[src/hdl/csp_pkg.sv]
// Shared widths, constants, codes and payload types of the calendar span phase block.
// Used by every file in hdl/; depends on nothing.
`default_nettype none

package csp_pkg;

  // Field widths of the time stamp
  localparam int SEC_W  = 6;
  localparam int MIN_W  = 6;
  localparam int HOUR_W = 5;
  localparam int DOM_W  = 5;
  localparam int DOW_W  = 3;
  localparam int DIM_W  = 5;

  // Configuration port
  localparam int MODE_W = 2;
  localparam int CNT_W  = 16;
  localparam int IDX_W  = 2;
  localparam int CFG_W  = 16;

  // Elapsed seconds and span length both stay below 2^22 for any field pattern
  localparam int E_W    = 22;
  localparam int SPAN_W = 22;
  localparam int PROD_W = E_W + CNT_W;

  // Phase scaling: full scale is a power of two
  localparam int FS_LOG2 = 16;
  localparam int FRAC_W  = FS_LOG2 + 1;
  localparam int PHASE_W = FRAC_W;
  localparam logic [PHASE_W-1:0] FULL_SCALE = PHASE_W'(1 << FS_LOG2);

  // Cell counts of the divider chain
  localparam int N_INT  = PROD_W;
  localparam int N_FRAC = FRAC_W;

  // Seconds constants
  localparam logic [E_W-1:0]    SECS_MIN    = E_W'(60);
  localparam logic [E_W-1:0]    SECS_HOUR   = E_W'(3600);
  localparam logic [E_W-1:0]    SECS_DAY    = E_W'(86400);
  localparam logic [SPAN_W-1:0] SPAN_HOUR   = SPAN_W'(3600);
  localparam logic [SPAN_W-1:0] SPAN_DAY    = SPAN_W'(86400);
  localparam logic [SPAN_W-1:0] SPAN_WEEK   = SPAN_W'(7 * 86400);
  localparam logic [SPAN_W-1:0] SPAN_ONE    = SPAN_W'(1);

  typedef enum logic [MODE_W-1:0] {
    MODE_HOUR  = 2'd0,
    MODE_DAY   = 2'd1,
    MODE_WEEK  = 2'd2,
    MODE_MONTH = 2'd3
  } span_mode_e;

  typedef enum logic [IDX_W-1:0] {
    REG_SPAN_MODE   = 2'd0,
    REG_SLICE_COUNT = 2'd1,
    REG_WRAP_ENABLE = 2'd2
  } cfg_idx_e;

  typedef struct packed {
    span_mode_e       span_mode;
    logic [CNT_W-1:0] slice_count;
    logic             wrap_enable;
  } cfg_t;

  typedef struct packed {
    logic [E_W-1:0]    elapsed;
    logic [SPAN_W-1:0] span;
  } span_t;

  // Payload travelling along the divider chain
  typedef struct packed {
    logic [SPAN_W-1:0] rem;   // partial remainder, always below span
    logic [SPAN_W-1:0] span;  // divisor
    logic [PROD_W-1:0] num;   // dividend bits still to shift in, MSB first
    logic [FRAC_W-1:0] quo;   // quotient bits, newest in the LSB
    logic              full;  // reversed phase covers the whole slice
  } div_t;

endpackage

`default_nettype wire

[src/hdl/csp_wrap.sv]
// Wrap stage between the integer and fraction cells: reverses the remainder
// in odd slices when wrap is enabled. Depends on csp_pkg.
`default_nettype none

module csp_wrap (
  input  wire logic          clk_i,
  input  wire logic          rst_ni,
  input  wire logic          wrap_enable_i,
  input  wire logic          valid_i,
  output logic               ready_o,
  input  wire csp_pkg::div_t data_i,
  output logic               valid_o,
  input  wire logic          ready_i,
  output csp_pkg::div_t      data_o
);

  logic          valid_q;
  csp_pkg::div_t data_d, data_q;
  logic          odd_slice;

  assign ready_o = !valid_q || ready_i;

  // Slice parity is the last integer quotient bit
  always_comb begin
    odd_slice = wrap_enable_i && data_i.quo[0];
    data_d    = data_i;
    data_d.full = 1'b0;
    if (odd_slice) begin
      if (data_i.rem == '0) begin
        // reversed zero covers the whole slice
        data_d.full = 1'b1;
      end else begin
        data_d.rem = data_i.span - data_i.rem;
      end
    end
  end

  always_ff @(posedge clk_i or negedge rst_ni) begin
    if (!rst_ni) begin
      valid_q <= 1'b0;
    end else if (ready_o) begin
      valid_q <= valid_i;
    end
  end

  always_ff @(posedge clk_i) begin
    if (ready_o && valid_i) data_q <= data_d;
  end

  assign valid_o = valid_q;
  assign data_o  = data_q;

  a_full_rem_zero: assert property (@(posedge clk_i) disable iff (!rst_ni)
    (valid_q && data_q.full) |-> (data_q.rem == '0))
    else $error("full flag with nonzero remainder");
  a_num_drained: assert property (@(posedge clk_i) disable iff (!rst_ni)
    valid_q |-> (data_q.num == '0))
    else $error("dividend bits left after the integer cells");

endmodule

`default_nettype wire

[config.mk]
export PLATFORM = sky130hd
export DESIGN_NAME = csp_wrap
export DESIGN_NICKNAME = d
export VERILOG_FILES = /design/src/hdl/csp_pkg.sv /design/src/hdl/csp_wrap.sv
export SDC_FILE = /design/constraint.sdc
export NUM_CORES = 1
export LEC_CHECK = 0
export BUFFER_PORTS_ARGS = -buffer_cell sky130_fd_sc_hd__buf_2
export CORE_MARGIN = 2
export CORE_UTILIZATION = 47
export CTS_CLUSTER_DIAMETER = 30
export CTS_CLUSTER_SIZE = 16
export DETAILED_ROUTE_END_ITERATION = 12
export PLACE_DENSITY = 0.84
export SYNTH_ARGS = -nofsm -noshare
export SYNTH_HDL_FRONTEND = slang
export SYNTH_SLANG_ARGS = --single-unit
[constraint.sdc]
create_clock -name clk_i -period 3.8 [get_ports clk_i]
set_input_delay 0.38 -clock clk_i [delete_from_list [all_inputs] [get_ports clk_i]]
set_output_delay 0.38 -clock clk_i [all_outputs]
set_load 0.01 [all_outputs]
## Word-level counts from Yosys, hierarchy flattened

Index checks and enable logic that the tools add are counted.

| operators by class | value |
|---|---|
| add/sub/neg operators | 1 |
| multiplexer cells | 3 |
| reduce and logical (&&, ||, !) cells | 5 |

Operators with widths:

| kind | number |
|---|---|
| 22-bit two-way mux | 2 |
| 22-bit zero test | 1 |
| 22-bit subtractor | 1 |
| 1-bit logical AND | 2 |
| 1-bit zero test | 1 |
| 1-bit logical OR | 1 |
| 1-bit two-way mux | 1 |

| storage, ports and cells | value |
|---|---|
| output and inout port bits | 102 |
| logic and storage cells | 15 |
| input bits | 105 |
| flip-flop bits (word level) | 101 |

## Depth between registers and ports, before layout

| depth | value |
|---|---|
| depth in word-level cells | 3 |
| depth in mapped cells | 10 |

## Worst setup path before layout

OpenSTA, ideal clock, no wires.

| timing path | value |
|---|---|
| kind | flip-flop to flip-flop |
| start point | register valid_q, in the netlist valid_o |
| end point | register data_q (netlist bit data_o[0]) (enable) |
| cell stages (with the launch flop) | 3 |
| library setup time | 470 ps |
| data arrival time | 2917 ps |
| setup slack | 412 ps |
| cell sequence | dfrtp_1 -> nand2b_1 -> and2_1 |

| on the way | value |
|---|---|
| word-level cells in the longest chain between the ends | 3 |

Ends and longest elaborated chain:

| item | line | RTL |
|---|---|---|
| start, declared | csp_wrap.sv:17 | `logic valid_q;` |
| start signal, assigned | csp_wrap.sv:42 | `valid_q <= valid_i;` |
| 1-bit zero test | csp_wrap.sv:21 | `assign ready_o = !valid_q \|\| ready_i;` |
| 1-bit logical OR | csp_wrap.sv:21 |  |
| named net ready_o | csp_wrap.sv:10 | `output logic ready_o,` |
| 1-bit logical AND | csp_wrap.sv:47 | `if (ready_o && valid_i) data_q <= data_d;` |
| end signal, assigned | csp_wrap.sv:47 |  |
| end, declared | csp_wrap.sv:18 | `csp_pkg::div_t data_d, data_q;` |

The timed path passes the listed nets, and every way through them passes these cells.
A chain may end at the register's enable or synchronous reset.

==> flow_metrics.env <==
export IMPL_dr_pass1_iters=5
export IMPL_ir_drop_v=0.000231
export IMPL_outcome="complete, no violations"
export IMPL_fin_setup_tns_ns=0
export IMPL_cp_required_ns=3.88
export IMPL_grt_pass1_wl_um=16900
export IMPL_gp_congestion=0.898
export IMPL_critPathArrivalTime_ns=2.56
export IMPL_start_kind="input pin"
export IMPL_p_leak_uw=0.00262
export IMPL_htree_levels=3
export IMPL_setup_viol=0
export IMPL_final_common_cell="buf_2"
export IMPL_cts_tree="done"
export IMPL_routedWlPerCell_um=17.2
export IMPL_dieWidth_um=102
export IMPL_worstSkewPairLatency_ns=0.36
export IMPL_rsz0062_at_grt="no"
export IMPL_yosysUniqueCellTypes=50
export IMPL_syn_nets=461
export IMPL_first_iter_violations=157
export IMPL_num_rows=35
export IMPL_synthFlopType="edfxtp_1"
export IMPL_die_area_um2=10400
export IMPL_clock_sinks=101
export IMPL_ctsResizeCount=0
export IMPL_finalHoldViolations=0
export IMPL_routed_wl_um=11700
export IMPL_grt_ovfl_total=0
export IMPL_syn_area_um2=4520
export IMPL_grt_pass1_vias=3395
export IMPL_pre_cts_ws_ns=0.943
export IMPL_synth_edff_count=100
export IMPL_period_minus_slack_ns=2.48
export IMPL_final_max_slew_viol_count=0
export IMPL_area_delta_synth_final_pct=30.4
export IMPL_worst_pin_slew_ns=0.860
export IMPL_antenna_found_initial=0
export IMPL_hp_class="input pin to flop"
export IMPL_synthArstFlopShare_pct=0.990
export IMPL_grt_max_degree=62
export IMPL_start_util_pct=48.7
export IMPL_p_per_area_nw_per_um2=405
export IMPL_drive_above_1_share_pct=41.4
export IMPL_post_route_util_pct=63.5
export IMPL_max_freq_mhz=403
export IMPL_finClkSkew_ns=0.0135
export IMPL_cts_root_buf="clkbuf_8"
export IMPL_relSlewSlack_pct=42.4
export IMPL_track_usage_pct=21.6
export IMPL_cts_buffers=9
export IMPL_ys_warnings_count=0
export IMPL_port_buffers=205
export IMPL_fin_ws_ns=1.32
export IMPL_io_pins=207
export IMPL_critPathMaxFanout=2
export IMPL_period_share_pct=65.2
export IMPL_nNetsFinal=673
export IMPL_via_count=3509
export IMPL_crit_type="input pin to flop"
export IMPL_drc=0
export IMPL_dieHeight_um=102
export IMPL_endpoint_kind="flop"
export IMPL_path_clk_slew_ns=0.11
export IMPL_clockBufferDepth=2
export IMPL_synth_area_per_cell_um2=13.5
export IMPL_synth_seq_cells=101
export IMPL_vias_per_cell=5.16
export IMPL_seq_area_frac_synth_pct=67.0
export IMPL_core_area_um2=9280
export IMPL_hpwl_um=9220
export IMPL_drtAntennaViolNets=0
export IMPL_max_cap_violations=0
export IMPL_final_cell_mix="buf_2, edfxtp_1, nand2_1"
export IMPL_n_antenna_cell=0
export IMPL_synthCells=334
[Yosys cell counts (2+ instances only)]
cell type	number	area share (%)
a31oi_1	2	0.28
and2_1	2	0.28
nand3_1	4	0.44
and3_1	6	0.83
nor4_1	6	0.83
edfxtp_1	100	66
o2111ai_1	2	0.39
buf_2	3	0.33
mux2i_1	3	0.66
o21bai_1	3	0.50
nor2b_1	2	0.28
a21o_1	9	1.5
xor2_1	8	1.6
inv_1	26	2.2
a21oi_1	20	2.2
nand2b_1	4	0.55
o211ai_1	3	0.50
ha_1	21	5.8
o21ai_1	5	0.55
a211oi_1	2	0.33
nand2_1	30	2.5
nand4_1	6	0.83
o21ai_0	22	2.4
or3_1	2	0.28
xnor2_1	7	1.4
buf_4	2	0.33
nor2_1	11	0.91
[kinds of logic after synthesis]
logic type	Yosys count	synth area share, %
buf+inv	33	3.02
mux	4	0.914
fa+ha+maj	22	6.26
simple gates	79	8.89
compound gates	80	11.0
xor+xnor	15	2.91
flops	101	67.0
[report_power, final]
part / leakage (µW) / switching, µW / internal, µW
clock: 0.0000945 / 397 / 253
combinational: 0.00156 / 242 / 172
sequential: 0.000965 / 14.6 / 1310
total: 0.00262 / 653 / 1730
[critical path, stage by stage]
cell	delay [ns]
buf_2	0.09
inv_1	0.04
ha_1	0.22
fa_1	0.41
nor2b_1	0.18
o2111ai_1	0.16
a21oi_1	0.23
o211ai_1	0.14
a211oi_1	0.34
mux2i_1	0.22
o311ai_0	0.13
[final cells by class]
cell class              count  area [µm²]
clock buffers              10         128
clock inverters             6        57.6
fillers                   722        3390
inverters                  26        97.6
multi-input cells         200        1360
flip-flops and latches    101        3030
well taps                 129         161
repair buffers            208        1060
[per-stage QoR]
stage / std cells / hold slack (ns) / power, µW / cell area (µm²)
4_1_cts: 680 / 0.167 / 2400 / 5890
2_1_floorplan: 334 / 0.0844 / 1580 / 4520
3_5_place_dp: 663 / 0.159 / 1760 / 5700
6_report: 680 / 0.185 / 2380 / 5890
3_3_place_gp: 663 / 0.155 / 1740 / 5700
5_1_grt: 680 / 0.158 / 2480 / 5890
[sequential cells by signal (all words and copies together), names as in the netlist]
name and flops:
data_o 100, valid_o 1
[per-layer routing]
layer	vias up	track usage (%)	routed length (µm)
met1	1652	24.0	4360
met2	154	38.3	6000
met4	0	9.54	313
li1	1683	-	-
met5	-	0	0
met3	20	6.36	1030
[worst paths after layout]
check	startpoint	endpoint	slack, ns	depth (start not counted)
setup reg to reg	valid_o	data_o[75]	2.01	3
min in group asynchronous	rst_ni	valid_o	0.31	2
hold / removal	data_i[37]	data_o[37]	0.18	1
setup / recovery	data_i[56]	data_o[98]	1.32	11
max in group asynchronous	rst_ni	valid_o	3.41	2
hold reg to reg	valid_o	valid_o	0.57	2
[repair_timing]
item                       CTS  global route
hold endpoints to repair     1             0
hold buffers                 1             0
setup endpoints to repair    0             0
buffers inserted             0             0
Power figures use the tool's default switching activity.
