<file path="src/hdl/csp_pkg.sv">
// Shared widths, constants, codes and payload types of the calendar span phase block.
// Used by every file in hdl/; depends on nothing.
`default_nettype none

package csp_pkg;

  // Field widths of the time stamp
  localparam int SEC_W  = 6;
  localparam int MIN_W  = 6;
  localparam int HOUR_W = 5;
  localparam int DOM_W  = 5;
  localparam int DOW_W  = 3;
  localparam int DIM_W  = 5;

  // Configuration port
  localparam int MODE_W = 2;
  localparam int CNT_W  = 16;
  localparam int IDX_W  = 2;
  localparam int CFG_W  = 16;

  // Elapsed seconds and span length both stay below 2^22 for any field pattern
  localparam int E_W    = 22;
  localparam int SPAN_W = 22;
  localparam int PROD_W = E_W + CNT_W;

  // Phase scaling: full scale is a power of two
  localparam int FS_LOG2 = 16;
  localparam int FRAC_W  = FS_LOG2 + 1;
  localparam int PHASE_W = FRAC_W;
  localparam logic [PHASE_W-1:0] FULL_SCALE = PHASE_W'(1 << FS_LOG2);

  // Cell counts of the divider chain
  localparam int N_INT  = PROD_W;
  localparam int N_FRAC = FRAC_W;

  // Seconds constants
  localparam logic [E_W-1:0]    SECS_MIN    = E_W'(60);
  localparam logic [E_W-1:0]    SECS_HOUR   = E_W'(3600);
  localparam logic [E_W-1:0]    SECS_DAY    = E_W'(86400);
  localparam logic [SPAN_W-1:0] SPAN_HOUR   = SPAN_W'(3600);
  localparam logic [SPAN_W-1:0] SPAN_DAY    = SPAN_W'(86400);
  localparam logic [SPAN_W-1:0] SPAN_WEEK   = SPAN_W'(7 * 86400);
  localparam logic [SPAN_W-1:0] SPAN_ONE    = SPAN_W'(1);

  typedef enum logic [MODE_W-1:0] {
    MODE_HOUR  = 2'd0,
    MODE_DAY   = 2'd1,
    MODE_WEEK  = 2'd2,
    MODE_MONTH = 2'd3
  } span_mode_e;

  typedef enum logic [IDX_W-1:0] {
    REG_SPAN_MODE   = 2'd0,
    REG_SLICE_COUNT = 2'd1,
    REG_WRAP_ENABLE = 2'd2
  } cfg_idx_e;

  typedef struct packed {
    span_mode_e       span_mode;
    logic [CNT_W-1:0] slice_count;
    logic             wrap_enable;
  } cfg_t;

  typedef struct packed {
    logic [E_W-1:0]    elapsed;
    logic [SPAN_W-1:0] span;
  } span_t;

  // Payload travelling along the divider chain
  typedef struct packed {
    logic [SPAN_W-1:0] rem;   // partial remainder, always below span
    logic [SPAN_W-1:0] span;  // divisor
    logic [PROD_W-1:0] num;   // dividend bits still to shift in, MSB first
    logic [FRAC_W-1:0] quo;   // quotient bits, newest in the LSB
    logic              full;  // reversed phase covers the whole slice
  } div_t;

endpackage

`default_nettype wire

</file>
<file path="src/hdl/csp_div_cell.sv">
// One cell of the restoring divider chain: shifts in one dividend bit and
// produces one quotient bit per item. Depends on csp_pkg.
`default_nettype none

module csp_div_cell (
  input  wire logic          clk_i,
  input  wire logic          rst_ni,
  input  wire logic          valid_i,
  output logic               ready_o,
  input  wire csp_pkg::div_t data_i,
  output logic               valid_o,
  input  wire logic          ready_i,
  output csp_pkg::div_t      data_o
);

  logic                        valid_q;
  csp_pkg::div_t               data_d, data_q;
  logic [csp_pkg::SPAN_W:0]    trial;
  logic [csp_pkg::SPAN_W:0]    diff;
  logic                        fits;

  assign ready_o = !valid_q || ready_i;

  // Compare and subtract
  always_comb begin
    trial       = {data_i.rem, data_i.num[csp_pkg::PROD_W-1]};
    diff        = trial - {1'b0, data_i.span};
    fits        = trial >= {1'b0, data_i.span};
    data_d      = data_i;
    data_d.rem  = fits ? diff[csp_pkg::SPAN_W-1:0] : trial[csp_pkg::SPAN_W-1:0];
    data_d.num  = {data_i.num[csp_pkg::PROD_W-2:0], 1'b0};
    data_d.quo  = {data_i.quo[csp_pkg::FRAC_W-2:0], fits};
  end

  always_ff @(posedge clk_i or negedge rst_ni) begin
    if (!rst_ni) begin
      valid_q <= 1'b0;
    end else if (ready_o) begin
      valid_q <= valid_i;
    end
  end

  always_ff @(posedge clk_i) begin
    if (ready_o && valid_i) data_q <= data_d;
  end

  assign valid_o = valid_q;
  assign data_o  = data_q;

  a_rem_below_span: assert property (@(posedge clk_i) disable iff (!rst_ni)
    valid_q |-> (data_q.rem < data_q.span))
    else $error("partial remainder reached the divisor");

endmodule

`default_nettype wire

</file>
<file path="config.mk">
export PLATFORM = sky130hd
export DESIGN_NAME = csp_div_cell
export DESIGN_NICKNAME = d
export VERILOG_FILES = /design/src/hdl/csp_pkg.sv /design/src/hdl/csp_div_cell.sv
export SDC_FILE = /design/constraint.sdc
export NUM_CORES = 1
export LEC_CHECK = 0
export CAP_MARGIN = 10
export CORE_ASPECT_RATIO = 0.7
export CORE_UTILIZATION = 30
export CTS_CLUSTER_DIAMETER = 60
export DETAILED_ROUTE_END_ITERATION = 10
export DONT_BUFFER_PORTS = 1
export GPL_ROUTABILITY_DRIVEN = 0
export GPL_TIMING_DRIVEN = 0
export HOLD_SLACK_MARGIN = 0.03
export MAX_ROUTING_LAYER = met4
export SYNTH_ARGS = -nofsm -noshare
export SYNTH_HDL_FRONTEND = slang
export SYNTH_SLANG_ARGS = --single-unit
</file>
<file path="constraint.sdc">
create_clock -name clk_i -period 3.5 [get_ports clk_i]
set_clock_uncertainty 0.05 [all_clocks]
set_input_delay 0.7 -clock clk_i [delete_from_list [all_inputs] [get_ports clk_i]]
set_output_delay 0.7 -clock clk_i [all_outputs]
set_load 0.05 [all_outputs]
</file>
; ---- Word level (Yosys, flattened, before mapping)
; Cells that the tools add are included.
; Widths: inputs -> output; s select.
[classes]
n_addsub = 1
n_mul = 0
bitwise = 0
n_eq_ne = 0
n_shift = 0
reduce_logical = 3
mux = 1
order_cmp = 1
div = 0
[op_table]
columns = operator, count
row1 = $ge 23x22->1, 1
row2 = $mux 22, 1
row3 = $sub 22x22->22, 1
row4 = $logic_and 1x1->1, 1
row5 = $logic_not 1->1, 1
row6 = $logic_or 1x1->1, 1
[word_totals]
mem_bits_ro = 0
mem_count = 0
output_inout_bits = 102
elab_cells = 12
ram_bits = 0
latchBits = 0
ff_bits = 100

; ---- Longest topological paths before layout
; Gate-level depths: netlist of the first run.
[depth]
ltp_word = 3
depth_mapped = 10
depth_no_buf = 10

; ---- Least setup slack after synthesis of the first run
; OpenSTA, ideal clock, no wires.
[synth_path]
path_kind = input-to-reg
start = in ready_i
end = reg data_q, in the netlist data_o[0] (enable)
setup_slack_ns = -0.551
stages = 2
setup_time_ns = 0.469
n_path_buf = 0
arrival_ns = 3.532
path_cell_list = nand2b_1 and2_1
[synth_via]
elab_chain_len = 2
[synth_rtl]
columns = element, line
row1 = "start, declared", csp_div_cell.sv:12  ; input wire logic ready_i,
row2 = $logic_or 1x1->1, csp_div_cell.sv:22  ; assign ready_o = !valid_q || ready_i;
row3 = $logic_and 1x1->1, csp_div_cell.sv:44  ; if (ready_o && valid_i) data_q <= data_d;
row4 = "end signal, assigned", csp_div_cell.sv:44
row5 = "end, declared", csp_div_cell.sv:17  ; csp_pkg::div_t data_d, data_q;
; No other way between the ends.
; A chain may end at the register's enable or synchronous reset.

==> run_results.csv, run 1 <==
group,metric,value,unit
worst_setup_path,rr_worst_depth,3,
synthesis,synthAdderAreaFrac,6.18,%
cts,cts-root-buf,"clkbuf_16",
timing,grt_setup_unrepaired,"false",
routing,wirelength,11.0,mm
synthesis,ys.flop_type,"edfxtp_1",
synthesis,synth_edf_count,99,
power,p_per_area,577,nW/um2
final_layout,final_cell_area,5350,um2
placed_design,place_hpwl,8.47,mm
routing,ant_nets,0,
worst_setup_path,worstPathArrival,3.15,ns
worst_hold_path,hold_path_class,"in2reg",
cts,clk_pin_slew,0.07,ns
routing,vias,2949,
worst_setup_path,r2r_end,"data_o[79]$_DFFE_PP_",
final_layout,diodes,0,
worst_setup_path,cp-start-kind,"primary input",
synthesis,yosys_register_bits,100,
routing,drtIter0Drc,218,
run,cap_violations,0,
global_route,grt_pass1_vias,2839,
power,peakVddDrop,0.000205,V
final_layout,final_cell_mix,"edfxtp_1, inv_1, a21oi_1, nand2_1, ha_1",
cts,cts_buffer_depth,2,
synthesis,synth_top_family_by_area,"compound AO/OA/AOI/OAI gates",
synthesis,syn_inst,351,
worst_setup_path,path_class,"in2reg",
synthesis,syn_area,4780,um2
routing,post_drt_wl_per_cell,19.4,um
global_route,grt_util_all_layers,14.0,%
final_layout,layout.nets,491,
final_layout,final_common_cell,"edfxtp_1",
floorplan,die_w,153,um
global_route,grt_pass1_wl,16.3,mm
routing,drt-vias-per-instance,5.18,
cts,clkSinkCount,100,
synthesis,syn_avg_cell_area,13.6,um2
synthesis,synthSimpleGateAreaFrac,7.91,%
power,p_sw,0.983,mW
cts,cts_max_level,3,
timing,setup_violations,0,
synthesis,synth_compound_area_share,9.74,%
floorplan,die_area,16400,um2
timing,worst_pin_slew,0.699,ns
final_layout,area_growth,12.0,%
cts,insertion_delay,0.34,ns
synthesis,ys_seq_area_share,62.8,%
run_status,violations,"design-rule violations",
synthesis,synth_fp_nets,478,
final_layout,drive_above_1_share,12.5,%
synthesis,synth_cell_types,57,
synthesis,async_flop_share,1.00,%
placed_design,placed_area,5060,um2
timing,whs,0.390,ns
routing,drc_errors,19,
floorplan,pin_count,206,
cts,postCtsSetupRepairBufs,0,
final_layout,utilization,34.4,%
global_route,grt_overflow_total,0,
global_route,antenna_found_initial,0,
timing,relSlewSlack,53.4,%
synthesis,synthXorXnorAreaFrac,2.75,%
worst_setup_path,cp-end-kind,"flop",
worst_setup_path,startpoint,"data_i[64]",
worst_setup_path,crit_path_end,"data_o[86]$_DFFE_PP_",
timing,fin_crit,3.11,ns
run_status,status,"finished, violations left",
routing,dr.pass1.iters,8,
worst_setup_path,crit_required,3.55,ns
worst_setup_path,r2r_setup_slack,0.98,ns
timing,period_share,88.8,%
worst_setup_path,r2r_start,"valid_o$_DFFE_PN0N_",
floorplan,rows,38,
floorplan,start_util,30.7,%
timing,finalHoldViolCount,0,
power,p_total,3.09,mW
worst_setup_path,worstPathMaxFanout,10,
timing,tns,0,ns
timing,report.final.slew_viol_count,0,
placed_design,port_buffers,0,
power,clock_power_share,30.6,%
synthesis,synth_mux_area_share,6.71,%
power,leakagePower,1.97,nW
power,p_int,2.11,mW
timing,fmaxAchievable,322,MHz
power,swShare,31.8,%
cts,numCtsBuffers,9,
cts,cts_tree,"yes",
power,sequentialPowerShare,56.0,%
floorplan,coreArea,15500,um2
global_route,grt_max_degree,52,
synthesis,yosys_warnings,0,
floorplan,die_y,108,um
power,combPwrFrac,13.4,%
==> synth_stat cells (all sizes together), types with 2 or more instances <==
library cell | instances | area, um2
clkbuf | 6 | 22.5
edfxtp | 99 | 2970
a211oi | 3 | 22.5
o31a | 2 | 17.5
and4 | 3 | 26.3
nand3 | 3 | 15.0
o22ai | 3 | 18.8
inv | 30 | 113
o21a | 2 | 15.0
a21oi | 26 | 130
mux2 | 21 | 300
nor3 | 7 | 35.0
a21o | 5 | 37.5
o311ai | 2 | 17.5
ha | 22 | 275
mux2i | 2 | 20.0
buf | 7 | 50.1
o21ai | 15 | 75.1
xnor2 | 7 | 61.3
xor2 | 8 | 70.1
nor2b | 3 | 18.8
a31oi | 2 | 12.5
nor2 | 13 | 51.3
or3 | 3 | 18.8
nand2b | 2 | 12.5
nor3b | 2 | 15.0
o211ai | 2 | 15.0
nand4 | 6 | 37.5
nand2 | 24 | 92.6
nor4 | 2 | 12.5
==> area by class of cell <==
type                            count  area [um2]
Fill cell                        1524       10200
Sequential cell                   100        3000
Multi-Input combinational cell    208        1600
Tap cell                          200         250
Clock buffer                       10         229
Inverter                           30         113
Buffer                             13        72.6
Clock inverter                      6        53.8
Timing Repair Buffer                2        37.5
==> power by group through the flow <==
stage,clock [mW],sequential [mW],combinational [mW]
finish,0.946,1.73,0.412
global route,1.03,1.74,0.456
CTS,0.996,1.73,0.413
detailed placement,0,1.76,0.409
global placement,0,1.76,0.394
floorplan,0,1.75,0.324
==> registers in the layout, indices dropped and copies added (netlist names) <==
register / count
valid_o: 1
data_o: 99
==> cells by family after synthesis <==
logic type / after synthesis
AO/OA/AOI/OAI: 72
XOR/XNOR: 15
adder cells (fa/ha/maj): 23
buffers and inverters: 43
flip-flops: 100
multiplexers: 23
other: 1
AND/OR/NAND/NOR: 74
==> per-layer routing <==
layer  part of all wire [%]  track usage (%)  wire length [um]  up-vias
met5                      0                -                 0        -
met2                     46             21.5              5070      210
met1                     41             15.8              4480     1378
met3                     12             7.00              1300       19
li1                       -                -                 -     1342
met4                    1.6             4.69               179        0
==> worst min path at each step <==
stage | startpoint | endpoint | slack [ns] | cells past startpoint
2_1_floorplan | rst_ni | valid_o$_DFFE_PN0N_ | 0.35 | 0
3_3_place_gp | rst_ni | valid_o$_DFFE_PN0N_ | 0.35 | 0
3_5_place_dp | rst_ni | valid_o$_DFFE_PN0N_ | 0.35 | 0
4_1_cts | data_i[19] | data_o[20]$_DFFE_PP_ | 0.37 | 0
5_1_grt | data_i[27] | data_o[28]$_DFFE_PP_ | 0.37 | 0
6_report | data_i[33] | data_o[34]$_DFFE_PP_ | 0.39 | 0
==> critical path, cell delays in order <==
cell       delay [ns]
inv_1            0.03
ha_1             0.39
a21oi_1          0.27
o21ai_1          0.15
a21oi_1          0.48
a2111oi_4        0.16
nor2_2           0.38
buf_6            0.26
mux2_4           0.32
==> repair_timing <==
action                    4_1_cts  5_1_grt
hold endpoints to repair        1        0
hold buffers                    1        0
resized for setup               0        0
==> through the flow <==
step | worst slack [ns] | std cells
3_5_place_dp | 0.0856 | 552
5_1_grt | 0.318 | 569
6_report | 0.392 | 569
4_1_cts | 0.454 | 569
3_3_place_gp | 0.0442 | 551
2_1_floorplan | 0.429 | 351
Power figures use the tool's default switching activity.
==> run 2: changes to the inputs <==
--- a/config.mk
+++ b/config.mk
@@ -15,6 +15,7 @@
 export GPL_TIMING_DRIVEN = 0
 export HOLD_SLACK_MARGIN = 0.03
 export MAX_ROUTING_LAYER = met4
+export SLEW_MARGIN = 5
 export SYNTH_ARGS = -nofsm -noshare
 export SYNTH_HDL_FRONTEND = slang
 export SYNTH_SLANG_ARGS = --single-unit
==> constraint.sdc (replaced) <==
create_clock -name clk_i -period 3.5 [get_ports clk_i]
set_clock_uncertainty 0.05 [all_clocks]
set_input_delay 0.35 -clock clk_i [delete_from_list [all_inputs] [get_ports clk_i]]
set_output_delay 0.35 -clock clk_i [all_outputs]
set_load 0.05 [all_outputs]
==> run 2 against run 1 <==
Net effect: the flow still finishes with violations (design-rule violations); largest power group unchanged; clock power is 0.6% higher; routed wire length is 8.0% higher; critical path type unchanged; critical path depth stayed put; combinational power is 17% higher; via count is 11% higher.
==> run_results.csv, run 2 (synthesized netlist as in run 1, its figures left out) <==
group,metric,value,unit
global_route,grt_pass1_vias,3091,
timing,worst_pin_slew,0.706,ns
run,cap_violations,0,
power,leakagePower,2.28,nW
global_route,antenna_found_initial,0,
final_layout,area_growth,27.9,%
placed_design,place_hpwl,8.47,mm
worst_setup_path,cp-start-kind,"primary input",
timing,tns,0,ns
power,p_per_area,518,nW/um2
routing,post_drt_wl_per_cell,18.5,um
cts,cts_tree,"yes",
global_route,grt_pass1_wl,17.1,mm
final_layout,largest_reg_flops,99,
floorplan,pin_count,206,
timing,setup_violations,0,
worst_setup_path,path_class,"in2reg",
floorplan,rows,38,
final_layout,layout.nets,567,
worst_setup_path,worstPathMaxFanout,10,
cts,numCtsBuffers,9,
power,peakVddDrop,0.000206,V
floorplan,die_w,153,um
floorplan,die_area,16400,um2
routing,ant_nets,0,
global_route,grt_max_degree,52,
worst_setup_path,cp-end-kind,"flop",
placed_design,port_buffers,0,
timing,finalHoldViolCount,0,
worst_setup_path,startpoint,"data_i[64]",
run_status,violations,"design-rule violations",
worst_setup_path,crit_required,3.55,ns
final_layout,final_cell_mix,"edfxtp_1, dlygate4sd3_1, inv_1, a21oi_1, nand2_1",
worst_setup_path,crit_path_end,"data_o[86]$_DFFE_PP_",
timing,fin_crit,2.75,ns
floorplan,die_y,108,um
global_route,grt_util_all_layers,14.6,%
final_layout,diodes,0,
placed_design,place_ws,0.436,ns
timing,grt_setup_unrepaired,"false",
run_status,status,"finished, violations left",
timing,period_share,78.5,%
timing,report.final.slew_viol_count,0,
worst_setup_path,worstPathArrival,2.79,ns
routing,drc_errors,18,
timing,fmaxAchievable,364,MHz
final_layout,drive_above_1_share,10.3,%
routing,dr.pass1.iters,10,
cts,cts_buffer_depth,2,
final_layout,final_common_cell,"edfxtp_1",
timing,relSlewSlack,52.9,%
floorplan,start_util,30.7,%
timing,layout_setup_ws,0.751,ns
routing,wirelength,11.9,mm
cts,cts_max_level,3,
cts,cts-root-buf,"clkbuf_16",
worst_hold_path,hold_path_class,"in2reg",
routing,drt-vias-per-instance,5.05,
routing,drtIter0Drc,251,
global_route,grt_overflow_total,0,
timing,whs,0.0585,ns
routing,vias,3260,
worst_setup_path,rr_worst_depth,3,
worst_setup_path,r2r_setup_slack,0.97,ns
worst_setup_path,r2r_start,"valid_o$_DFFE_PN0N_",
cts,clk_pin_slew,0.06,ns
floorplan,coreArea,15500,um2
worst_setup_path,r2r_end,"data_o[49]$_DFFE_PP_",
cts,clkSinkCount,100,
cts,insertion_delay,0.34,ns
-- run 2: changes by cell type in the layout (fill, tap and decap cells not counted), sizes merged --
cell | before | now
dlygate4sd3 | 1 | 77
-- run 2: worst min path at each step --
stage / endpoint / slack [ns] / cells past startpoint / start
global route: valid_o$_DFFE_PN0N_ / 0.05 / 1 / valid_i
finish: valid_o$_DFFE_PN0N_ / 0.06 / 1 / valid_i
detailed placement: valid_o$_DFFE_PN0N_ / 0.004 / 0 / rst_ni
floorplan: valid_o$_DFFE_PN0N_ / 0.004 / 0 / rst_ni
CTS: data_o[44]$_DFFE_PP_ / 0.03 / 0 / data_i[43]
global placement: valid_o$_DFFE_PN0N_ / 0.004 / 0 / rst_ni
-- run 2: critical path: stages --
cell	delay, ns
inv_1	0.03
ha_1	0.39
a21oi_1	0.26
o21ai_1	0.15
a21oi_1	0.47
a2111oi_4	0.16
nor2_2	0.38
buf_6	0.26
mux2_4	0.32
-- run 2: metal layers --
metal	wire, um	GRT usage [%]	up-vias
met5	0	-	-
met4	193	4.76	0
met3	1280	6.64	25
met2	5550	23.4	201
met1	4880	16.4	1541
li1	-	-	1493
-- run 2: where the power goes --
part | leakage (nW) | switching [mW] | internal (mW) | total (mW)
sequential | 0.953 | 0.300 | 1.43 | 1.73
clock | 0.136 | 0.456 | 0.496 | 0.952
combinational | 1.20 | 0.249 | 0.235 | 0.484
total | 2.28 | 1.00 | 2.16 | 3.17
-- run 2: timing repair --
action,4_1_cts,5_1_grt
hold buffers,60,17
buffers inserted,0,0
endpoints found under the hold margin,60,17
gates resized for setup,0,0
-- run 2: final cells by class --
type                    instances  area [um2]
flip-flops and latches        100        3000
multi-input cells             208        1600
well taps                     200         250
inverters                      30         113
repair buffers                 78         798
fillers                      1493        9440
clock buffers                  10         229
plain buffers                  13        72.6
clock inverters                 6        53.8
-- run 2: through the flow --
stage | area (um2) | total power, mW | cells | utilization, %
CTS | 5940 | 3.19 | 628 | 38.2
floorplan | 4780 | 2.07 | 351 | -
detailed placement | 5060 | 2.17 | 552 | 32.5
global route | 6110 | 3.30 | 645 | 39.3
global placement | 5030 | 2.16 | 551 | 32.3
finish | 6110 | 3.17 | 645 | 39.3
