$ cat src/hdl/csp_pkg.sv
// Shared widths, constants, codes and payload types of the calendar span phase block.
// Used by every file in hdl/; depends on nothing.
`default_nettype none

package csp_pkg;

  // Field widths of the time stamp
  localparam int SEC_W  = 6;
  localparam int MIN_W  = 6;
  localparam int HOUR_W = 5;
  localparam int DOM_W  = 5;
  localparam int DOW_W  = 3;
  localparam int DIM_W  = 5;

  // Configuration port
  localparam int MODE_W = 2;
  localparam int CNT_W  = 16;
  localparam int IDX_W  = 2;
  localparam int CFG_W  = 16;

  // Elapsed seconds and span length both stay below 2^22 for any field pattern
  localparam int E_W    = 22;
  localparam int SPAN_W = 22;
  localparam int PROD_W = E_W + CNT_W;

  // Phase scaling: full scale is a power of two
  localparam int FS_LOG2 = 16;
  localparam int FRAC_W  = FS_LOG2 + 1;
  localparam int PHASE_W = FRAC_W;
  localparam logic [PHASE_W-1:0] FULL_SCALE = PHASE_W'(1 << FS_LOG2);

  // Cell counts of the divider chain
  localparam int N_INT  = PROD_W;
  localparam int N_FRAC = FRAC_W;

  // Seconds constants
  localparam logic [E_W-1:0]    SECS_MIN    = E_W'(60);
  localparam logic [E_W-1:0]    SECS_HOUR   = E_W'(3600);
  localparam logic [E_W-1:0]    SECS_DAY    = E_W'(86400);
  localparam logic [SPAN_W-1:0] SPAN_HOUR   = SPAN_W'(3600);
  localparam logic [SPAN_W-1:0] SPAN_DAY    = SPAN_W'(86400);
  localparam logic [SPAN_W-1:0] SPAN_WEEK   = SPAN_W'(7 * 86400);
  localparam logic [SPAN_W-1:0] SPAN_ONE    = SPAN_W'(1);

  typedef enum logic [MODE_W-1:0] {
    MODE_HOUR  = 2'd0,
    MODE_DAY   = 2'd1,
    MODE_WEEK  = 2'd2,
    MODE_MONTH = 2'd3
  } span_mode_e;

  typedef enum logic [IDX_W-1:0] {
    REG_SPAN_MODE   = 2'd0,
    REG_SLICE_COUNT = 2'd1,
    REG_WRAP_ENABLE = 2'd2
  } cfg_idx_e;

  typedef struct packed {
    span_mode_e       span_mode;
    logic [CNT_W-1:0] slice_count;
    logic             wrap_enable;
  } cfg_t;

  typedef struct packed {
    logic [E_W-1:0]    elapsed;
    logic [SPAN_W-1:0] span;
  } span_t;

  // Payload travelling along the divider chain
  typedef struct packed {
    logic [SPAN_W-1:0] rem;   // partial remainder, always below span
    logic [SPAN_W-1:0] span;  // divisor
    logic [PROD_W-1:0] num;   // dividend bits still to shift in, MSB first
    logic [FRAC_W-1:0] quo;   // quotient bits, newest in the LSB
    logic              full;  // reversed phase covers the whole slice
  } div_t;

endpackage

`default_nettype wire

$ cat src/hdl/csp_if.sv
// Valid/ready channel interfaces for time stamp requests and phase results.
// Depends on csp_pkg.
`default_nettype none

interface csp_in_if;
  logic                      valid;
  logic                      ready;
  logic [csp_pkg::SEC_W-1:0]  second_of_minute;
  logic [csp_pkg::MIN_W-1:0]  minute_of_hour;
  logic [csp_pkg::HOUR_W-1:0] hour_of_day;
  logic [csp_pkg::DOM_W-1:0]  day_of_month;
  logic [csp_pkg::DOW_W-1:0]  day_of_week;
  logic [csp_pkg::DIM_W-1:0]  days_in_month;

  modport source (
    output valid, second_of_minute, minute_of_hour, hour_of_day,
           day_of_month, day_of_week, days_in_month,
    input  ready
  );
  modport sink (
    input  valid, second_of_minute, minute_of_hour, hour_of_day,
           day_of_month, day_of_week, days_in_month,
    output ready
  );
endinterface


`default_nettype wire

$ cat src/hdl/csp_front.sv
// Front end: elapsed seconds and span length, then the scaling by the slice count.
// Two pipeline stages; depends on csp_pkg and csp_if.
`default_nettype none

module csp_front (
  input  wire logic                      clk_i,
  input  wire logic                      rst_ni,
  csp_in_if.sink                         in_i,
  input  wire csp_pkg::span_mode_e       span_mode_i,
  input  wire logic [csp_pkg::CNT_W-1:0] slice_count_i,
  output logic                           valid_o,
  input  wire logic                      ready_i,
  output csp_pkg::div_t                  data_o
);

  logic            s1_valid_q, s2_valid_q;
  logic            s1_ready, s2_ready;
  csp_pkg::span_t  s1_d, s1_q;
  csp_pkg::div_t   s2_d, s2_q;
  logic [csp_pkg::E_W-1:0]    in_day;
  logic [csp_pkg::E_W-1:0]    in_hour;
  logic [csp_pkg::SPAN_W-1:0] month_span;

  assign s2_ready   = !s2_valid_q || ready_i;
  assign s1_ready   = !s1_valid_q || s2_ready;
  assign in_i.ready = s1_ready;

  // Stage 1: seconds into the span and span length
  always_comb begin
    in_hour = csp_pkg::E_W'(in_i.minute_of_hour) * csp_pkg::SECS_MIN
            + csp_pkg::E_W'(in_i.second_of_minute);
    in_day  = csp_pkg::E_W'(in_i.hour_of_day) * csp_pkg::SECS_HOUR + in_hour;
    month_span = csp_pkg::SPAN_W'(in_i.days_in_month) * csp_pkg::SPAN_DAY;
    unique case (span_mode_i)
      csp_pkg::MODE_HOUR: begin
        s1_d.elapsed = in_hour;
        s1_d.span    = csp_pkg::SPAN_HOUR;
      end
      csp_pkg::MODE_DAY: begin
        s1_d.elapsed = in_day;
        s1_d.span    = csp_pkg::SPAN_DAY;
      end
      csp_pkg::MODE_WEEK: begin
        s1_d.elapsed = csp_pkg::E_W'(in_i.day_of_week) * csp_pkg::SECS_DAY + in_day;
        s1_d.span    = csp_pkg::SPAN_WEEK;
      end
      default: begin
        s1_d.elapsed = csp_pkg::E_W'(in_i.day_of_month) * csp_pkg::SECS_DAY + in_day;
        // empty month counts as a one-second span
        s1_d.span    = (in_i.days_in_month == '0) ? csp_pkg::SPAN_ONE : month_span;
      end
    endcase
  end

  // Stage 2: scale by the slice count, seed the divider
  always_comb begin
    s2_d.num  = csp_pkg::PROD_W'(s1_q.elapsed) * csp_pkg::PROD_W'(slice_count_i);
    s2_d.span = s1_q.span;
    s2_d.rem  = '0;
    s2_d.quo  = '0;
    s2_d.full = 1'b0;
  end

  always_ff @(posedge clk_i or negedge rst_ni) begin
    if (!rst_ni) begin
      s1_valid_q <= 1'b0;
      s2_valid_q <= 1'b0;
    end else begin
      if (s1_ready) s1_valid_q <= in_i.valid;
      if (s2_ready) s2_valid_q <= s1_valid_q;
    end
  end

  always_ff @(posedge clk_i) begin
    if (s1_ready && in_i.valid) s1_q <= s1_d;
    if (s2_ready && s1_valid_q) s2_q <= s2_d;
  end

  assign valid_o = s2_valid_q;
  assign data_o  = s2_q;

  // Checks
  a_accept_fills_s1: assert property (@(posedge clk_i) disable iff (!rst_ni)
    (in_i.valid && in_i.ready) |=> s1_valid_q)
    else $error("accepted request did not reach stage 1");
  a_span_nonzero: assert property (@(posedge clk_i) disable iff (!rst_ni)
    s2_valid_q |-> (s2_q.span != '0))
    else $error("zero span seeded into divider");

endmodule

`default_nettype wire

$ cat src/flat_wrapper.sv
// flat-port wrapper written by rule: the top's interface ports become plain ports
module csp_front_flat 
  (clk_i, rst_ni, span_mode_i, slice_count_i, valid_o, ready_i, data_o, in_i_valid, in_i_second_of_minute, in_i_minute_of_hour, in_i_hour_of_day, in_i_day_of_month, in_i_day_of_week, in_i_days_in_month, in_i_ready);
  csp_in_if in_i_i ();
  input  wire logic clk_i;
  input  wire logic rst_ni;
  input  wire csp_pkg::span_mode_e span_mode_i;
  input  wire logic [csp_pkg::CNT_W-1:0] slice_count_i;
  output logic valid_o;
  input  wire logic ready_i;
  output csp_pkg::div_t data_o;
  input wire logic [$bits(in_i_i.valid)-1:0] in_i_valid;
  input wire logic [$bits(in_i_i.second_of_minute)-1:0] in_i_second_of_minute;
  input wire logic [$bits(in_i_i.minute_of_hour)-1:0] in_i_minute_of_hour;
  input wire logic [$bits(in_i_i.hour_of_day)-1:0] in_i_hour_of_day;
  input wire logic [$bits(in_i_i.day_of_month)-1:0] in_i_day_of_month;
  input wire logic [$bits(in_i_i.day_of_week)-1:0] in_i_day_of_week;
  input wire logic [$bits(in_i_i.days_in_month)-1:0] in_i_days_in_month;
  output wire logic [$bits(in_i_i.ready)-1:0] in_i_ready;
  assign in_i_i.valid = in_i_valid;
  assign in_i_i.second_of_minute = in_i_second_of_minute;
  assign in_i_i.minute_of_hour = in_i_minute_of_hour;
  assign in_i_i.hour_of_day = in_i_hour_of_day;
  assign in_i_i.day_of_month = in_i_day_of_month;
  assign in_i_i.day_of_week = in_i_day_of_week;
  assign in_i_i.days_in_month = in_i_days_in_month;
  assign in_i_ready = in_i_i.ready;
  csp_front u_core (.clk_i(clk_i), .rst_ni(rst_ni), .in_i(in_i_i), .span_mode_i(span_mode_i), .slice_count_i(slice_count_i), .valid_o(valid_o), .ready_i(ready_i), .data_o(data_o));
endmodule
$ cat config.mk
export PLATFORM = sky130hd
export DESIGN_NAME = csp_front_flat
export DESIGN_NICKNAME = d
export VERILOG_FILES = /design/src/hdl/csp_pkg.sv /design/src/hdl/csp_if.sv /design/src/hdl/csp_front.sv /design/src/flat_wrapper.sv
export SDC_FILE = /design/constraint.sdc
export NUM_CORES = 1
export LEC_CHECK = 0
export ABC_AREA = 1
export BUFFER_PORTS_ARGS = -buffer_cell sky130_fd_sc_hd__clkbuf_2
export CELL_PAD_IN_SITES_DETAIL_PLACEMENT = 0
export CELL_PAD_IN_SITES_GLOBAL_PLACEMENT = 1
export CORE_MARGIN = 4
export CORE_UTILIZATION = 30
export DETAILED_ROUTE_END_ITERATION = 10
export PLACE_DENSITY_LB_ADDON = 0.3
export SKIP_CTS_REPAIR_TIMING = 1
export SYNTH_ARGS = -nofsm -noshare
export SYNTH_HDL_FRONTEND = slang
export SYNTH_SLANG_ARGS = --single-unit
$ cat constraint.sdc
create_clock -name clk_i -period 6.2 [get_ports clk_i]
set_input_delay 0.62 -clock clk_i [delete_from_list [all_inputs] [get_ports clk_i]]
set_output_delay 0.62 -clock clk_i [all_outputs]
set_load 0.02 [all_outputs]
* Word-level counts from Yosys, hierarchy flattened
Index checks and enable logic that the tools add are counted.
W data, S select, Z words.
** Cells by class
- Add/sub/neg operators :: 4
- $mul :: 6
- Div/mod/pow operators :: 0
- Magnitude comparators :: 0
- Equal/unequal tests :: 2
- Shift-type cells :: 0
- Multiplexer cells :: 2
- Bitwise gates (word level) :: 0
- Reductions and logical operators :: 8
** Operators by type and width (count)
- $pmux W44 S3 :: 1
- $mul A22 B16 Y38 :: 1
- $mul A5 B10 Y15 const B :: 2
- $add A17 B22 Y22 :: 1
- $add A20 B22 Y22 :: 1
- $add A22 B22 Y22 :: 1
- $mux W22 :: 1
- $add A12 B6 Y13 :: 1
- $mul A3 B10 Y13 const B :: 1
- $mul A5 B8 Y13 const B :: 1
- $mul A6 B4 Y10 const B :: 1
- $logic_not A5 Y1 :: 1
- $eq A2 B1 Y1 const B :: 1
- $eq A2 B2 Y1 const B :: 1
- $logic_and A1 B1 Y1 :: 2
- $logic_not A1 Y1 :: 2
- $logic_not A2 Y1 :: 1
- $logic_or A1 B1 Y1 :: 2
** Word-level totals
- Register bits after elaboration :: 106
- Latch bits :: 0
- Memory bits (writable) :: 0
- ROM bits :: 0
- Word-level logic and storage cells :: 28
- Memories kept :: 0

* Depth between registers and ports, before layout
Gate-level depths: netlist of run 1.
- Depth in word-level cells :: 5
- Mapped depth :: 40
- Depth with buffers taken out :: 40

* Worst setup path before layout of run 1
Ideal clock, no wire load.
- Path kind :: input -> register
- Start :: input in_i_minute_of_hour[0]
- End :: register u_core.s1_q[42] (netlist bit), data pin
- Data arrival time :: 5648 ps
- Slack :: 299 ps
- Stages on the path :: 32
- Buffers on the path :: 0
- Cell sequence :: fa_1 fa_1 inv_1 fa_1 inv_1 ha_1 inv_1 nor2_1 o21ai_0 nor2_1 nand2_1 xnor2_1 inv_1 ha_1 nand2_1 nor3_1 nand2_1 nand2_1 a21oi_1 o21bai_1 nand3_1 xor2_1 ha_1 inv_1 nor4_1 nand3_1 nand3_1 nand3_1 nand2_2 nand4_1 nand3_1 nand2_1
** RTL lines
- start, declared :: line flat_wrapper.sv:14 : input wire logic [$bits(in_i_i.minute_of_hour)-1:0] in_i_minute_of_hour;
- end signal, assigned :: line csp_front.sv:75 : if (s1_ready && in_i.valid) s1_q <= s1_d;
- end, declared :: line csp_front.sv:18 : csp_pkg::span_t s1_d, s1_q;

==> results_dict.tcl, run 1 <==
set metrics [dict create \
    crit_arrival_ns 6.13 \
    coreArea_mm2 0.06575 \
    ant_nets 0 \
    cts_sinks 96 \
    required_ns 6.34 \
    ys_seq_area_share_pct 14.43 \
    period_share_pct 96.75 \
    cpMostUsedCell "fa_1" \
    grt_pass1_vias 17340 \
    crit_chain "buf_4 -> nand2_1 -> fa_1 -> inv_1 -> fa_1 -> inv_1 -> fa_1 -> fa_1 -> fa_1 -> inv_1 -> fa_1 -> ha_1 -> a21o_1 -> a21oi_1 -> o21ai_0 -> a221oi_1 -> nand3_1 -> xor2_1" \
    start_util_pct 30.29 \
    crit_type "reg -> reg" \
    dp.cells 3572 \
    cts_root_buffer "clkbuf_16" \
    syn_inst 2469 \
    synthArstFlopShare_pct 2.083 \
    hpwlAfterDp_um 47590 \
    num_rows 94 \
    cpMaxStageDelayCell "edfxtp_1" \
    portBuffers 108 \
    grt_pass1_wl_um 89710 \
    setup_viol 0 \
    drc 0 \
    start_kind "flip-flop" \
    grt_use_total_pct 15.73 \
    drive_gt1_share_pct 15.91 \
    area_delta_synth_final_pct 18.12 \
    die_x_um 265.6 \
    num_vias 16090 \
    stdcell_count 3605 \
    timing.final.crit_period_ns 5.998 \
    path_buf_inv 4 \
    gp_congestion 0.8612 \
    drt_iter0_markers 794 \
    ys_seq_elements 96 \
    crit_path_max_incr_delay_ns 0.57 \
    grt_start_max_net_pins 56 \
    pin_count 154 \
    hold_class "in -> reg" \
    avgSynthCellArea_um2 8.065 \
    clock-skew-final_ns 0.01265 \
    wirelength_um 54720 \
    htree_levels 3 \
    max_freq_mhz 166.7 \
    fin_nets 3321 \
    yosysUniqueCellTypes 50 \
    synth_edf_count 94 \
    clkTransAtPathRegs_ns 0.08 \
    status "finished clean" \
    cts_tree "done" \
    max_slew_margin_pct 30.72 \
    final_hold_viol_count 0 \
    antenna_cells 0 \
    slew_violations 0 \
    drtPass1Iterations 5 \
    drv_cap 0 \
    grt_overflow 0 \
    syn_area_mm2 0.01991 \
    cts_max_path_buffers 2 \
    dieArea_mm2 0.07056 \
    path_delay_family "adder cells" \
    cts_buffers 9 \
    routed_via_density 4.464 \
    wl_per_cell_um 15.18 \
    worst_pin_slew_ns 1.039 \
    end_kind "flip-flop" \
    worst-path-max-fanout 10 \
    grt_setup_unrepaired "true" \
    yosys_warnings 0 \
    die_h_um 265.6 \
    clock_latency_ns 0.39 \
    antenna_found_initial 0 \
    synth_ff_type "edfxtp_1" \
]
[logic make-up after synthesis]
kind of cell	synth area share, %
and+or+nand+nor	17.32
buffers and inverters	14.75
adders and majority gates	44.80
AOI/OAI and AO/OA	5.957
DFF	14.43
xor gates and xnor gates	2.727
other	0.01883
[final timing paths]
kind | start | to | slack [ns] | depth (start not counted)
max in group asynchronous | rst_ni | u_core.valid_o$_DFFE_PN0P_ | 5.54 | 2
min in group asynchronous | rst_ni | u_core.s1_valid_q$_DFFE_PN0N_ | 0.55 | 2
setup / recovery | u_core.s1_q[37]$_DFFE_PP_ | u_core.data_o[54]$_DFFE_PP_ | 0.20 | 18
hold / removal | in_i_second_of_minute[1] | u_core.s1_q[23]$_DFFE_PP_ | 0.40 | 1
setup reg to reg | u_core.s1_q[37]$_DFFE_PP_ | u_core.data_o[54]$_DFFE_PP_ | 0.20 | 18
hold reg to reg | u_core.s1_q[13]$_DFFE_PP_ | u_core.data_o[69]$_DFFE_PP_ | 0.42 | 0
[final cells by class]
| class | count | area, um2 |
|---|---|---|
| timing repair buffer | 337 | 2442 |
| tap | 864 | 1081 |
| clock inverter | 7 | 61.31 |
| clock buffer | 9 | 225.2 |
| sequential | 96 | 2873 |
| multi-input combinational | 1682 | 14550 |
| fill | 6882 | 42230 |
| inverter | 610 | 2292 |
[Yosys cell counts, types with 3 or more instances]
cell type  count  share of area, %
a21boi_0       3              0.11
a21o_1         9              0.34
a21oi_1       97               2.4
a21oi_2        3              0.13
a31oi_1        9              0.28
buf_1         10              0.19
buf_4         45               1.7
clkbuf_1      68               1.3
edfxtp_1      94                14
fa_1         300                30
ha_1         233                15
inv_1        609                11
nand2_1      606                11
nand2_2       11              0.35
nand2_4        5              0.28
nand3_1       75               1.9
nand3b_1       5              0.19
nand4_1       11              0.35
nor2_1        81               1.5
nor3_1        21              0.53
nor4_1         5              0.16
o2111ai_1      4              0.18
o21ai_0       53               1.3
o21ai_1        4              0.10
o21bai_1       4              0.15
o221ai_1       3              0.13
o22ai_1        3             0.094
o31ai_1        3              0.11
or2_2          5              0.16
xnor2_1       15              0.66
xor2_1        47               2.1
[per-layer routing]
metal	global-route usage, %	vias to the layer above	share of wire (%)
li1	-	7896	-
met1	19.51	7933	43
met2	29.86	227	53
met3	1.443	35	2.8
met4	2.926	0	1.3
met5	0	-	0
[registers in the layout, summed over array words and instances, names as in the netlist]
register           count
u_core.data_o         55
u_core.valid_o         1
u_core.s1_q           39
u_core.s1_valid_q      1
[through the flow]
step / setup TNS, ns / util, % / hold slack [ns] / area [um2] / setup WS, ns
finish: 0 / 35.77 / 0.4036 / 23520 / 0.2017
global route: -0.7909 / 35.77 / 0.3788 / 23520 / -0.2223
CTS: 0 / 35.03 / -0.03265 / 23030 / 0.03240
detailed placement: -3.325 / 34.59 / 0.4045 / 22740 / -0.2623
global placement: -2.652 / 34.59 / 0.4030 / 22740 / -0.2626
floorplan: 0 / - / 0.3244 / 20080 / 0.2989
[placed cells by master (no fill, tap or decap), types with 3 or more instances in the layout]
| cell type | netlist | routed |
|---|---|---|
| nand4_1 | 11 | 11 |
| a31oi_1 | 9 | 9 |
| nor2_1 | 81 | 79 |
| xnor2_1 | 15 | 14 |
| or2_2 | 5 | 5 |
| nand3b_1 | 5 | 5 |
| nor3_1 | 21 | 20 |
| fa_1 | 300 | 298 |
| nor4_1 | 5 | 3 |
| o221ai_1 | 3 | 3 |
| clkbuf_16 | 0 | 9 |
| a21oi_4 | 0 | 3 |
| edfxtp_1 | 94 | 94 |
| nand2_4 | 5 | 6 |
| ha_4 | 0 | 8 |
| o21bai_1 | 4 | 3 |
| o22ai_1 | 3 | 3 |
| a21oi_2 | 3 | 12 |
| xor2_2 | 0 | 3 |
| nand3_1 | 75 | 74 |
| o31ai_1 | 3 | 3 |
| clkbuf_2 | 0 | 106 |
| ha_1 | 233 | 225 |
| inv_1 | 609 | 598 |
| o2111ai_1 | 4 | 4 |
| nand3_2 | 2 | 3 |
| o21ai_1 | 4 | 8 |
| a21oi_1 | 97 | 85 |
| buf_4 | 45 | 213 |
| nor2_2 | 1 | 3 |
| inv_2 | 1 | 11 |
| nand2_1 | 606 | 601 |
| a21o_1 | 9 | 9 |
| conb_1 | 1 | 45 |
| nand2_2 | 11 | 15 |
| buf_12 | 0 | 13 |
| o21ai_0 | 53 | 49 |
| xor2_1 | 47 | 44 |
Power of run 1 is left out: the tool's default activity adds up to more than one toggle a clock period on the data nets, which glitch-free logic cannot reach.
==> run 2: changes to the inputs <==
--- a/config.mk
+++ b/config.mk
@@ -6,13 +6,14 @@
 export NUM_CORES = 1
 export LEC_CHECK = 0
 export ABC_AREA = 1
-export BUFFER_PORTS_ARGS = -buffer_cell sky130_fd_sc_hd__clkbuf_2
 export CELL_PAD_IN_SITES_DETAIL_PLACEMENT = 0
 export CELL_PAD_IN_SITES_GLOBAL_PLACEMENT = 1
 export CORE_MARGIN = 4
 export CORE_UTILIZATION = 30
 export DETAILED_ROUTE_END_ITERATION = 10
+export DONT_BUFFER_PORTS = 1
 export PLACE_DENSITY_LB_ADDON = 0.3
+export RECOVER_POWER = 50
 export SKIP_CTS_REPAIR_TIMING = 1
 export SYNTH_ARGS = -nofsm -noshare
 export SYNTH_HDL_FRONTEND = slang
==> run 2 against run 1 <==
The run now ends with capacitance limit, slew limit left. Fmax up 0.93%. Wire length increased by 1.4%. Register-to-register slack better by 0.06 ns. Cell count shrank 4.9%. Worst hold slack got worse by 0.085 ns. Clock-buffer cell count is the same. Critical path type unchanged.
==> results_dict.tcl, run 2 (synthesis gave the netlist of run 1 again) <==
set metrics [dict create \
    largest_reg_flops 55 \
    path_delay_family "adder cells" \
    coreArea_mm2 0.06575 \
    routed_via_density 4.497 \
    start_kind "flip-flop" \
    end_kind "flip-flop" \
    antenna_found_initial 0 \
    cpMostUsedCell "inv_1" \
    start_util_pct 30.29 \
    grt_use_total_pct 15.82 \
    timing.final.crit_period_ns 5.943 \
    die_h_um 265.6 \
    cts_tree "done" \
    rr_startpoint "u_core.s1_q[29]$_DFFE_PP_" \
    area_delta_synth_final_pct 11.96 \
    dp_slack_ns -0.1320 \
    cts_root_buffer "clkbuf_16" \
    grt_pass1_vias 16410 \
    hp-start "in_i_second_of_minute[0]" \
    pin_count 154 \
    setup_slack_ns 0.2572 \
    hpwlAfterDp_um 46260 \
    cts_buffers 9 \
    grt_pass1_wl_um 88670 \
    gp_congestion 0.8763 \
    ant_nets 0 \
    wirelength_um 55470 \
    clock-skew-final_ns 0.01729 \
    grt_overflow 0 \
    setup_viol 0 \
    final_hold_viol_count 0 \
    utilization_pct 33.91 \
    period_share_pct 95.85 \
    drc 0 \
    die_x_um 265.6 \
    clock_latency_ns 0.39 \
    cts_max_path_buffers 2 \
    crit_path_max_incr_delay_ns 0.62 \
    crit_arrival_ns 6.08 \
    grt_start_max_net_pins 55 \
    dieArea_mm2 0.07056 \
    cts_sinks 96 \
    worst_pin_slew_ns 3.315 \
    multi_input_area_mm2 0.01442 \
    crit_chain "buf_12 -> nand2_1 -> inv_1 -> fa_1 -> inv_1 -> fa_1 -> inv_1 -> fa_1 -> fa_1 -> inv_1 -> fa_1 -> inv_1 -> fa_2 -> ha_4 -> a21o_1 -> a21oi_1 -> inv_1 -> a21oi_1 -> o21ai_0 -> nand2_1 -> nand3_1 -> xor2_1" \
    drive_gt1_share_pct 9.286 \
    mostFrequentLayoutCell "nand2_1" \
    status "complete, but fails checks" \
    max_slew_margin_pct -121.0 \
    path_buf_inv 7 \
    wl_per_cell_um 16.18 \
    startpoint "u_core.s1_q[29]$_DFFE_PP_" \
    violations "capacitance limit, slew limit" \
    fill_cells 6949 \
    drtPass1Iterations 4 \
    num_vias 15410 \
    drt_iter0_markers 661 \
    max_freq_mhz 168.3 \
    regArea_mm2 0.002873 \
    hold_class "in -> reg" \
    crit_type "reg -> reg" \
    cpMaxStageDelayCell "fa_2" \
    required_ns 6.34 \
    mostFrequentLayoutCells "nand2_1 (605), inv_1 (600), fa_1 (298)" \
    htree_levels 3 \
    fin_nets 3143 \
    clkTransAtPathRegs_ns 0.08 \
    grt_setup_unrepaired "true" \
    antenna_cells 0 \
    portBuffers 0 \
    num_rows 94 \
    drv_cap 1 \
    slew_violations 55 \
    worst-path-max-fanout 12 \
]
run 2: cell types whose count changed in the layout (fill, tap and decap cells not counted), moves of 2 or more:
cell      change
clkbuf_2    -106
buf_4        -68
a21oi_1       +8
a21oi_2       -5
ha_4          -4
nand2_1       +4
nand2_2       -4
a21oi_4       -3
ha_1          +3
buf_6         -2
inv_1         +2
run 2: layout make-up:
class	instances	area share (%)
multi-input cells	1682	64.68
flip-flops and latches	96	12.89
inverters	610	10.27
repair buffers	159	6.022
well taps	864	4.849
clock buffers	9	1.010
clock inverters	7	0.2806
run 2: per-layer routing:
layer	share of wire, %	GRT usage, %	vias up	wire (um)
li1	-	-	7535	-
met1	42	19.39	7589	23070
met2	52	29.02	235	29020
met3	4.2	2.553	51	2308
met4	1.9	3.906	0	1068
met5	0	0	-	0
run 2: metrics by stage:
stage | area (um2) | hold WS, ns | cells | TNS (ns)
after global placement | 21560 | 0.3245 | 3383 | -0.06857
after global routing | 22300 | 0.2946 | 3427 | -0.07760
after detailed placement | 21560 | 0.3245 | 3383 | -0.3585
final | 22300 | 0.3189 | 3427 | 0
after CTS | 21840 | -0.1133 | 3399 | 0
after floorplan | 20080 | 0.3244 | 2513 | 0
run 2: worst paths after layout:
| kind | to | slack (ns) | depth (start not counted) |
|---|---|---|---|
| worst max-delay path | u_core.data_o[54]$_DFFE_PP_ | 0.26 | 22 |
| worst min-delay path | u_core.s1_q[22]$_DFFE_PP_ | 0.32 | 0 |
| worst max register to register | u_core.data_o[54]$_DFFE_PP_ | 0.26 | 22 |
| worst min register to register | u_core.data_o[73]$_DFFE_PP_ | 0.42 | 0 |
| max in group asynchronous | u_core.valid_o$_DFFE_PN0P_ | 5.61 | 1 |
| min in group asynchronous | u_core.s1_valid_q$_DFFE_PN0N_ | 0.46 | 1 |
run 2: worst reg2reg max path, cell delays in order (launching register included):
cell      delay (ns)
edfxtp_1        0.42
buf_12          0.18
nand2_1         0.07
inv_1           0.05
fa_1            0.54
inv_1           0.06
fa_1            0.53
inv_1           0.06
fa_1            0.51
fa_1            0.54
inv_1           0.05
fa_1            0.53
inv_1           0.06
fa_2            0.62
ha_4            0.23
a21o_1          0.21
a21oi_1         0.24
inv_1           0.10
a21oi_1         0.17
o21ai_0         0.11
nand2_1         0.07
nand3_1         0.14
xor2_1          0.19
Power of run 2 is left out for the same reason.
